$ cat src/rtl/moc_pkg.sv
`timescale 1ns / 1ps

package moc_pkg;

    // Field widths of the channels and the configuration register.
    localparam int CMD_W    = 3;
    localparam int EXP_W    = 16;
    localparam int WEIGHT_W = 16;
    localparam int ORDER_W  = 39;
    localparam int DEG_W    = 24;
    localparam int LEAD_W   = 7;

    // Defaults for the top-level parameters.
    localparam int MAX_VARS_DEF  = 64;
    localparam int EXP_WIDTH_DEF = 16;

    // Command codes.
    localparam logic [CMD_W-1:0] CMD_LEX       = 3'd0;
    localparam logic [CMD_W-1:0] CMD_GRLEX     = 3'd1;
    localparam logic [CMD_W-1:0] CMD_WREVLEX   = 3'd2;
    localparam logic [CMD_W-1:0] CMD_DIVIDES   = 3'd3;
    localparam logic [CMD_W-1:0] CMD_EQUAL     = 3'd4;
    localparam logic [CMD_W-1:0] CMD_REL_PRIME = 3'd5;
    localparam logic [CMD_W-1:0] CMD_LCM       = 3'd6;

    // Lead variable after reset: none.
    localparam logic [LEAD_W-1:0] LEAD_NONE = '1;

endpackage

$ cat src/rtl/moc_if.sv
`timescale 1ns / 1ps

// Input channel: one exponent pair per transaction.
interface moc_in_if;
    import moc_pkg::*;

    logic                valid;
    logic                ready;
    logic [CMD_W-1:0]    command;
    logic [EXP_W-1:0]    first_exponent;
    logic [EXP_W-1:0]    second_exponent;
    logic [WEIGHT_W-1:0] variable_weight;
    logic                last_element;

    modport source (
        output valid, command, first_exponent, second_exponent,
               variable_weight, last_element,
        input  ready
    );
    modport sink (
        input  valid, command, first_exponent, second_exponent,
               variable_weight, last_element,
        output ready
    );
endinterface

// Result channel: zero or one result per input transaction.
interface moc_out_if;
    import moc_pkg::*;

    logic                       valid;
    logic                       ready;
    logic signed [ORDER_W-1:0]  order;
    logic                       holds;
    logic [EXP_W-1:0]           lcm_exponent;
    logic                       last;

    modport source (
        output valid, order, holds, lcm_exponent, last,
        input  ready
    );
    modport sink (
        input  valid, order, holds, lcm_exponent, last,
        output ready
    );
endinterface

$ cat src/rtl/monomial_order_compare_core.sv
`timescale 1ns / 1ps

// Channel   Direction  Transaction
// i_in      sink       command, two exponents, weight and last flag of one variable
// o_out     source     order, holds, lcm exponent and last flag of one result
// i_cfg_*   write      lead variable for weighted reverse lex ties
//
// An input transaction is taken every cycle when neither stage is stalled.
// Each item passes through the input register and then, if it makes a result,
// into the result register, from which the result is offered.
// The multiply-accumulate of weight and difference sets the cycle time.
// Synchronous active-low reset clears both valid flags and the pair state.
// A stalled result holds and the input register waits behind it, whether
// or not its item makes a result, so i_in.ready drops only under a stall.
module monomial_order_compare_core #(
    parameter int MAX_VARS  = moc_pkg::MAX_VARS_DEF,
    parameter int EXP_WIDTH = moc_pkg::EXP_WIDTH_DEF
) (
    input  logic                       i_clk,
    input  logic                       i_rst_n,
    input  logic                       i_cfg_we,
    input  logic [moc_pkg::LEAD_W-1:0] i_cfg_wdata,
    moc_in_if.sink                     i_in,
    moc_out_if.source                  o_out
);
    import moc_pkg::*;

    localparam int IdxW  = (MAX_VARS > 1) ? $clog2(MAX_VARS) : 1;
    localparam int DiffW = EXP_WIDTH + 1;
    localparam int ProdW = WEIGHT_W + 1 + DiffW;

    // Configuration register.
    logic [LEAD_W-1:0] r_lead;

    // Input register.
    logic                 r_in_valid;
    logic [CMD_W-1:0]     r_in_cmd;
    logic [EXP_WIDTH-1:0] r_in_e1;
    logic [EXP_WIDTH-1:0] r_in_e2;
    logic [WEIGHT_W-1:0]  r_in_w;
    logic                 r_in_last;
    logic [LEAD_W-1:0]    r_in_lead;

    // Pair state.
    logic [IdxW-1:0]           r_idx;
    logic [CMD_W-1:0]          r_cmd;
    logic signed [ORDER_W-1:0] r_wsum;
    logic signed [DEG_W-1:0]   r_deg;
    logic signed [DiffW-1:0]   r_first;
    logic signed [DiffW-1:0]   r_latest;
    logic signed [DiffW-1:0]   r_leaddiff;
    logic                      r_div;
    logic                      r_eq;
    logic                      r_dis;

    // Result register.
    logic                      r_out_valid;
    logic signed [ORDER_W-1:0] r_order;
    logic                      r_holds;
    logic [EXP_W-1:0]          r_lcm;
    logic                      r_last;

    // Next values.
    logic [CMD_W-1:0]          n_cmd;
    logic signed [ORDER_W-1:0] n_wsum;
    logic signed [DEG_W-1:0]   n_deg;
    logic signed [DiffW-1:0]   n_first;
    logic signed [DiffW-1:0]   n_latest;
    logic signed [DiffW-1:0]   n_leaddiff;
    logic                      n_div;
    logic                      n_eq;
    logic                      n_dis;
    logic signed [ORDER_W-1:0] n_order;
    logic                      n_holds;
    logic [EXP_W-1:0]          n_lcm;

    logic signed [DiffW-1:0]   diff;
    logic signed [ProdW-1:0]   prod;
    logic                      item_last;
    logic                      lead_hit;
    logic                      emit;
    logic                      advance;
    logic                      in_ready;

    // Handshake: the input register moves on when the result register is free.
    assign advance  = r_in_valid && (!r_out_valid || o_out.ready);
    assign in_ready = !r_in_valid || advance;
    assign i_in.ready = in_ready;

    // Per-item arithmetic and the accumulator updates.
    always_comb begin
        diff = $signed({1'b0, r_in_e1}) - $signed({1'b0, r_in_e2});
        prod = $signed({1'b0, r_in_w}) * diff;
        item_last = r_in_last || (r_idx == IdxW'(MAX_VARS - 1));
        lead_hit = !r_in_lead[LEAD_W-1]
                   && (r_in_lead[LEAD_W-2:0] == (LEAD_W - 1)'(r_idx));
        n_cmd = (r_idx == '0) ? r_in_cmd : r_cmd;

        n_wsum     = r_wsum + ORDER_W'(prod);
        n_deg      = r_deg + DEG_W'(diff);
        n_first    = (r_first == '0) ? diff : r_first;
        n_latest   = (diff != '0) ? diff : r_latest;
        n_leaddiff = lead_hit ? diff : r_leaddiff;
        n_div      = r_div && !(r_in_e1 > r_in_e2);
        n_eq       = r_eq && (diff == '0);
        n_dis      = r_dis && !((r_in_e1 != '0) && (r_in_e2 != '0));
    end

    // Result selection from the updated accumulators.
    always_comb begin
        n_order = '0;
        n_holds = 1'b0;
        n_lcm   = '0;
        emit    = item_last || (n_cmd == CMD_LCM);
        case (n_cmd)
            CMD_LEX: begin
                n_order = ORDER_W'(n_first);
            end
            CMD_GRLEX: begin
                n_order = (n_deg != '0) ? ORDER_W'(n_deg) : ORDER_W'(n_first);
            end
            CMD_WREVLEX: begin
                if (n_wsum != '0) begin
                    n_order = n_wsum;
                end else if (n_leaddiff != '0) begin
                    n_order = -ORDER_W'(n_leaddiff);
                end else begin
                    n_order = -ORDER_W'(n_latest);
                end
            end
            CMD_DIVIDES: begin
                n_holds = n_div;
            end
            CMD_EQUAL: begin
                n_holds = n_eq;
            end
            CMD_REL_PRIME: begin
                n_holds = n_dis;
            end
            CMD_LCM: begin
                n_lcm = EXP_W'((r_in_e1 >= r_in_e2) ? r_in_e1 : r_in_e2);
            end
            default: begin
                n_order = '0;
            end
        endcase
    end

    // Configuration and input register.
    always_ff @(posedge i_clk) begin
        if (!i_rst_n) begin
            r_lead     <= LEAD_NONE;
            r_in_valid <= 1'b0;
        end else begin
            if (i_cfg_we) begin
                r_lead <= i_cfg_wdata;
            end
            if (in_ready) begin
                r_in_valid <= i_in.valid;
            end
        end
        if (in_ready && i_in.valid) begin
            r_in_cmd  <= i_in.command;
            r_in_e1   <= i_in.first_exponent[EXP_WIDTH-1:0];
            r_in_e2   <= i_in.second_exponent[EXP_WIDTH-1:0];
            r_in_w    <= i_in.variable_weight;
            r_in_last <= i_in.last_element;
            r_in_lead <= r_lead;
        end
    end

    // Pair state: cleared after the final item of each pair.
    always_ff @(posedge i_clk) begin
        if (!i_rst_n || (advance && item_last)) begin
            r_idx      <= '0;
            r_cmd      <= CMD_LEX;
            r_wsum     <= '0;
            r_deg      <= '0;
            r_first    <= '0;
            r_latest   <= '0;
            r_leaddiff <= '0;
            r_div      <= 1'b1;
            r_eq       <= 1'b1;
            r_dis      <= 1'b1;
        end else if (advance) begin
            r_idx      <= r_idx + 1'b1;
            r_cmd      <= n_cmd;
            r_wsum     <= n_wsum;
            r_deg      <= n_deg;
            r_first    <= n_first;
            r_latest   <= n_latest;
            r_leaddiff <= n_leaddiff;
            r_div      <= n_div;
            r_eq       <= n_eq;
            r_dis      <= n_dis;
        end
    end

    // Result register.
    always_ff @(posedge i_clk) begin
        if (!i_rst_n) begin
            r_out_valid <= 1'b0;
        end else if (advance) begin
            r_out_valid <= emit;
        end else if (o_out.ready) begin
            r_out_valid <= 1'b0;
        end
        if (advance && emit) begin
            r_order <= n_order;
            r_holds <= n_holds;
            r_lcm   <= n_lcm;
            r_last  <= item_last;
        end
    end

    assign o_out.valid        = r_out_valid;
    assign o_out.order        = r_order;
    assign o_out.holds        = r_holds;
    assign o_out.lcm_exponent = r_lcm;
    assign o_out.last         = r_last;

endmodule

$ cat src/flat_wrapper.sv
// flat-port wrapper written by rule: the top's interface ports become plain ports
module monomial_order_compare_core_flat import moc_pkg::*;
#(
    parameter int MAX_VARS  = moc_pkg::MAX_VARS_DEF,
    parameter int EXP_WIDTH = moc_pkg::EXP_WIDTH_DEF
)
  (i_clk, i_rst_n, i_cfg_we, i_cfg_wdata, i_in_valid, i_in_command, i_in_first_exponent, i_in_second_exponent, i_in_variable_weight, i_in_last_element, i_in_ready, o_out_valid, o_out_order, o_out_holds, o_out_lcm_exponent, o_out_last, o_out_ready);
  moc_in_if i_in_i ();
  moc_out_if o_out_i ();
  input  logic i_clk;
  input  logic i_rst_n;
  input  logic i_cfg_we;
  input  logic [moc_pkg::LEAD_W-1:0] i_cfg_wdata;
  input wire logic [$bits(i_in_i.valid)-1:0] i_in_valid;
  input wire logic [$bits(i_in_i.command)-1:0] i_in_command;
  input wire logic [$bits(i_in_i.first_exponent)-1:0] i_in_first_exponent;
  input wire logic [$bits(i_in_i.second_exponent)-1:0] i_in_second_exponent;
  input wire logic [$bits(i_in_i.variable_weight)-1:0] i_in_variable_weight;
  input wire logic [$bits(i_in_i.last_element)-1:0] i_in_last_element;
  output wire logic [$bits(i_in_i.ready)-1:0] i_in_ready;
  output wire logic [$bits(o_out_i.valid)-1:0] o_out_valid;
  output wire logic [$bits(o_out_i.order)-1:0] o_out_order;
  output wire logic [$bits(o_out_i.holds)-1:0] o_out_holds;
  output wire logic [$bits(o_out_i.lcm_exponent)-1:0] o_out_lcm_exponent;
  output wire logic [$bits(o_out_i.last)-1:0] o_out_last;
  input wire logic [$bits(o_out_i.ready)-1:0] o_out_ready;
  assign i_in_i.valid = i_in_valid;
  assign i_in_i.command = i_in_command;
  assign i_in_i.first_exponent = i_in_first_exponent;
  assign i_in_i.second_exponent = i_in_second_exponent;
  assign i_in_i.variable_weight = i_in_variable_weight;
  assign i_in_i.last_element = i_in_last_element;
  assign i_in_ready = i_in_i.ready;
  assign o_out_valid = o_out_i.valid;
  assign o_out_order = o_out_i.order;
  assign o_out_holds = o_out_i.holds;
  assign o_out_lcm_exponent = o_out_i.lcm_exponent;
  assign o_out_last = o_out_i.last;
  assign o_out_i.ready = o_out_ready;
  monomial_order_compare_core #(.MAX_VARS(MAX_VARS), .EXP_WIDTH(EXP_WIDTH)) u_core (.i_clk(i_clk), .i_rst_n(i_rst_n), .i_cfg_we(i_cfg_we), .i_cfg_wdata(i_cfg_wdata), .i_in(i_in_i), .o_out(o_out_i));
endmodule
$ cat config.mk
export PLATFORM = sky130hd
export DESIGN_NAME = monomial_order_compare_core_flat
export DESIGN_NICKNAME = d
export VERILOG_FILES = /design/src/rtl/moc_pkg.sv /design/src/rtl/moc_if.sv /design/src/rtl/monomial_order_compare_core.sv /design/src/flat_wrapper.sv
export SDC_FILE = /design/constraint.sdc
export NUM_CORES = 1
export LEC_CHECK = 0
export ABC_CLOCK_PERIOD_IN_PS = 17500
export BUFFER_PORTS_ARGS = -buffer_cell sky130_fd_sc_hd__clkbuf_2
export CAP_MARGIN = 0
export CORE_MARGIN = 2
export CORE_UTILIZATION = 59
export CTS_BUF_LIST = sky130_fd_sc_hd__clkbuf_16
export CTS_CLUSTER_SIZE = 12
export DETAILED_ROUTE_END_ITERATION = 16
export PLACE_DENSITY = 0.85
export SKIP_CTS_REPAIR_TIMING = 1
export SYNTH_ARGS = -nofsm -noshare
export SYNTH_HDL_FRONTEND = slang
export SYNTH_SLANG_ARGS = --single-unit
$ cat constraint.sdc
create_clock -name i_clk -period 17.5 [get_ports i_clk]
set_clock_uncertainty 0.05 [all_clocks]
set_input_delay 2.625 -clock i_clk [delete_from_list [all_inputs] [get_ports i_clk]]
set_output_delay 2.625 -clock i_clk [all_outputs]
set_load 0.05 [all_outputs]
==> results.md <==
* CORE AREA at 41900 sq um
* Number of synthesized register bits at 251
* Initial core utilization at 59.7%
* Via density at 6.27
* Root Driver: clkbuf_16
* Syn_nets at 3398
* Syn Area/Cell at 8.59 sq um
* Slew Viols, Final at 0
* Area delta synth->final at 8.41%
* Most area-hungry cell type in the Yosys netlist: fa_1
* Worst path max stage delay at 870 ps
* Initial drt markers at 2494
* Vias in the first global route at 22700
* Slew margin rel. at 22.7%
* Clock-pin slew on the worst setup and hold paths at 60 ps
* Post-Route WL at 78.6 mm
* Setup TNS at 0 ps
* Kind of critical path: flip-flop to flip-flop
* Die height at 210 microns
* DIE AREA at 44000 sq um
* Slew @ Worst Pin at 1160 ps
* GP Congestion at 1.04
* Worst path required time at 17740 ps
* Initial antenna violation count at 3
* RR Endpoint: u_core.o_out.order[34]
* Detailed placement HPWL at 58.9 mm
* Mapped Area at 25000 sq um
* Setup crit start kind: flip-flop
* CTS tree: yes
* GRT Util Overall at 36.1%
* Crit. Startpoint: u_core.r_in_e2[0]
* Most numerous cell in the Yosys netlist: inv_1
* RSZ-0062 raised after global routing: no
* Die Width at 210 microns
* DRT Pass-1 Iters at 6
* Critical Path End: u_core.o_out.order[34]
* Worst Path Arrival at 10760 ps
* CTS Buf Count at 31
* R2R setup slack at 6980 ps
* GRT overflow at 0
* Setup crit end kind: flip-flop
* Largest cells by area after synthesis: fa_1 20%, edfxtp_1 14%, dfxtp_1 11%
* Hold crit path type: flip-flop to flip-flop
* Async set-reset flop share out of synthesis at 0%
* Largest net degree at the start of global routing at 77
* Seq/Total Area, Yosys at 24.8%
* Status: complete, no violations
* Via count at 22100
* Synth Instances at 2906
* Final Critical Period at 10520 ps
* Warnings from Yosys at 0
* Count of different cell masters after synthesis at 91
* Reg2Reg Launch Point: u_core.r_in_e2[0]
* Synth cell count leaders: 415 x inv_1, 390 x nand2_1, 245 x fa_1
* WL/cell at 22.3 microns
* Clock Latency Late Sink at 590 ps
* Final Setup Violations at 0
* Slowest CP cell: a211oi_1
* Top Ports at 123
* Worst slack, placed at 7240 ps
* Critical path fanouts, max at 15
* Row cnt at 75
* Setup ws final at 6980 ps
* Remaining DRCs at 0
* Final Net Count at 3456
* Input/output buffers at 122
* CTS Buffer Depth at 3
* First-pass GRT wire length at 124 mm
* Final hold vios at 0
* Post-synth top flop: dfxtp_1
* CTS sink cnt at 251
* Max Fclk at 95.0 MHz
* Max H-tree Level at 1
* Post-synth EDFFs at 116
* Top-area cell type share of the netlist area at 19.6%
* Critical path's most frequent cell: fa_1
* Fin crit share at 60.1%
* Worst R2R Path Depth at 30
* Max Cap Viol at 0
* Layout cells sized above 1 at 8.67%
* Routed Antenna Nets at 0
[metrics by stage]
step                      cells  util [%]  cell area [sq um]  hold WS, ps
after floorplan            2906         -              25000          358
after global routing       3527      64.7              27100          395
after CTS                  3527      64.7              27100          389
after detailed placement   3470      62.3              26100          374
after global placement     3470      62.3              26100          364
final                      3528      64.7              27100          389
[logic make-up after synthesis]
logic type | synth area share, %
xor+xnor | 2.98
mux | 1.83
fa+ha+maj | 28.8
flops | 24.8
compound gates | 14.5
simple gates | 18.8
buf+inv | 8.34
[worst min path at each step]
stage                     startpoint             endpoint  slack [ps]  cells after the start
global route        u_core.r_lead[1]  u_core.r_in_lead[1]         400                      0
finish              u_core.r_lead[1]  u_core.r_in_lead[1]         390                      0
detailed placement  u_core.r_lead[0]  u_core.r_in_lead[0]         370                      0
CTS                 u_core.r_lead[1]  u_core.r_in_lead[1]         390                      0
global placement    u_core.r_lead[4]  u_core.r_in_lead[4]         360                      0
floorplan           u_core.r_lead[0]  u_core.r_in_lead[0]         360                      0
[flip-flops by register name, indices dropped and copies added, names as in the netlist, 3 cells and up]
register	cells
u_core.r_in_w	16
u_core.r_in_e2	16
u_core.r_lead	7
u_core.r_idx	6
u_core.r_cmd	3
u_core.r_leaddiff	17
u_core.o_out.order	39
u_core.r_in_cmd	3
u_core.r_wsum	39
u_core.r_latest	17
u_core.r_first	17
u_core.r_deg	24
u_core.r_in_e1	16
u_core.o_out.lcm_exponent	16
u_core.r_in_lead	7
[worst max-delay path, delay by kind of cell, from the launching register on]
family | cells | cell delay, ps
and+or+nand+nor | 8 | 2280
DFF | 1 | 420
AOI/OAI and AO/OA | 8 | 3010
buffers and inverters | 5 | 260
adders and majority gates | 9 | 4160
[routing by layer]
layer	routed length, microns	track usage [%]	share of wire [%]	vias up
met1	28700	44.9	36	10700
met5	12	0	0.015	-
met3	8870	8.57	11	317
met4	5000	20.7	6.4	2
met2	36100	57.7	46	1307
li1	-	-	-	9818
[cell usage in the layout (no fill, tap or decap), types with 23 or more instances in the layout]
cell         n
inv_1      420
nand2_1    389
fa_1       245
a21oi_1    220
nor2_1     216
ha_1       183
dfxtp_1    135
clkbuf_2   122
edfxtp_1   116
and2_1      94
o21ai_0     75
xnor2_1     47
a211oi_1    44
nor3_1      43
mux2i_1     40
nor2b_1     39
buf_4       37
nand3_1     36
xor2_1      34
clkbuf_16   31
nor4_1      29
a21o_1      25
nand2b_1    23
[cell type report]
type | count | area [sq um]
diodes | 1 | 2.50
clock buffers | 31 | 776
clock inverters | 26 | 216
fillers | 3403 | 14800
inverters | 415 | 1560
multi-input cells | 2106 | 16800
flip-flops and latches | 251 | 6190
well taps | 539 | 674
repair buffers | 159 | 888
Power is left out: the tool's default activity adds up to more than one toggle a clock period on the data nets, which glitch-free logic cannot reach.
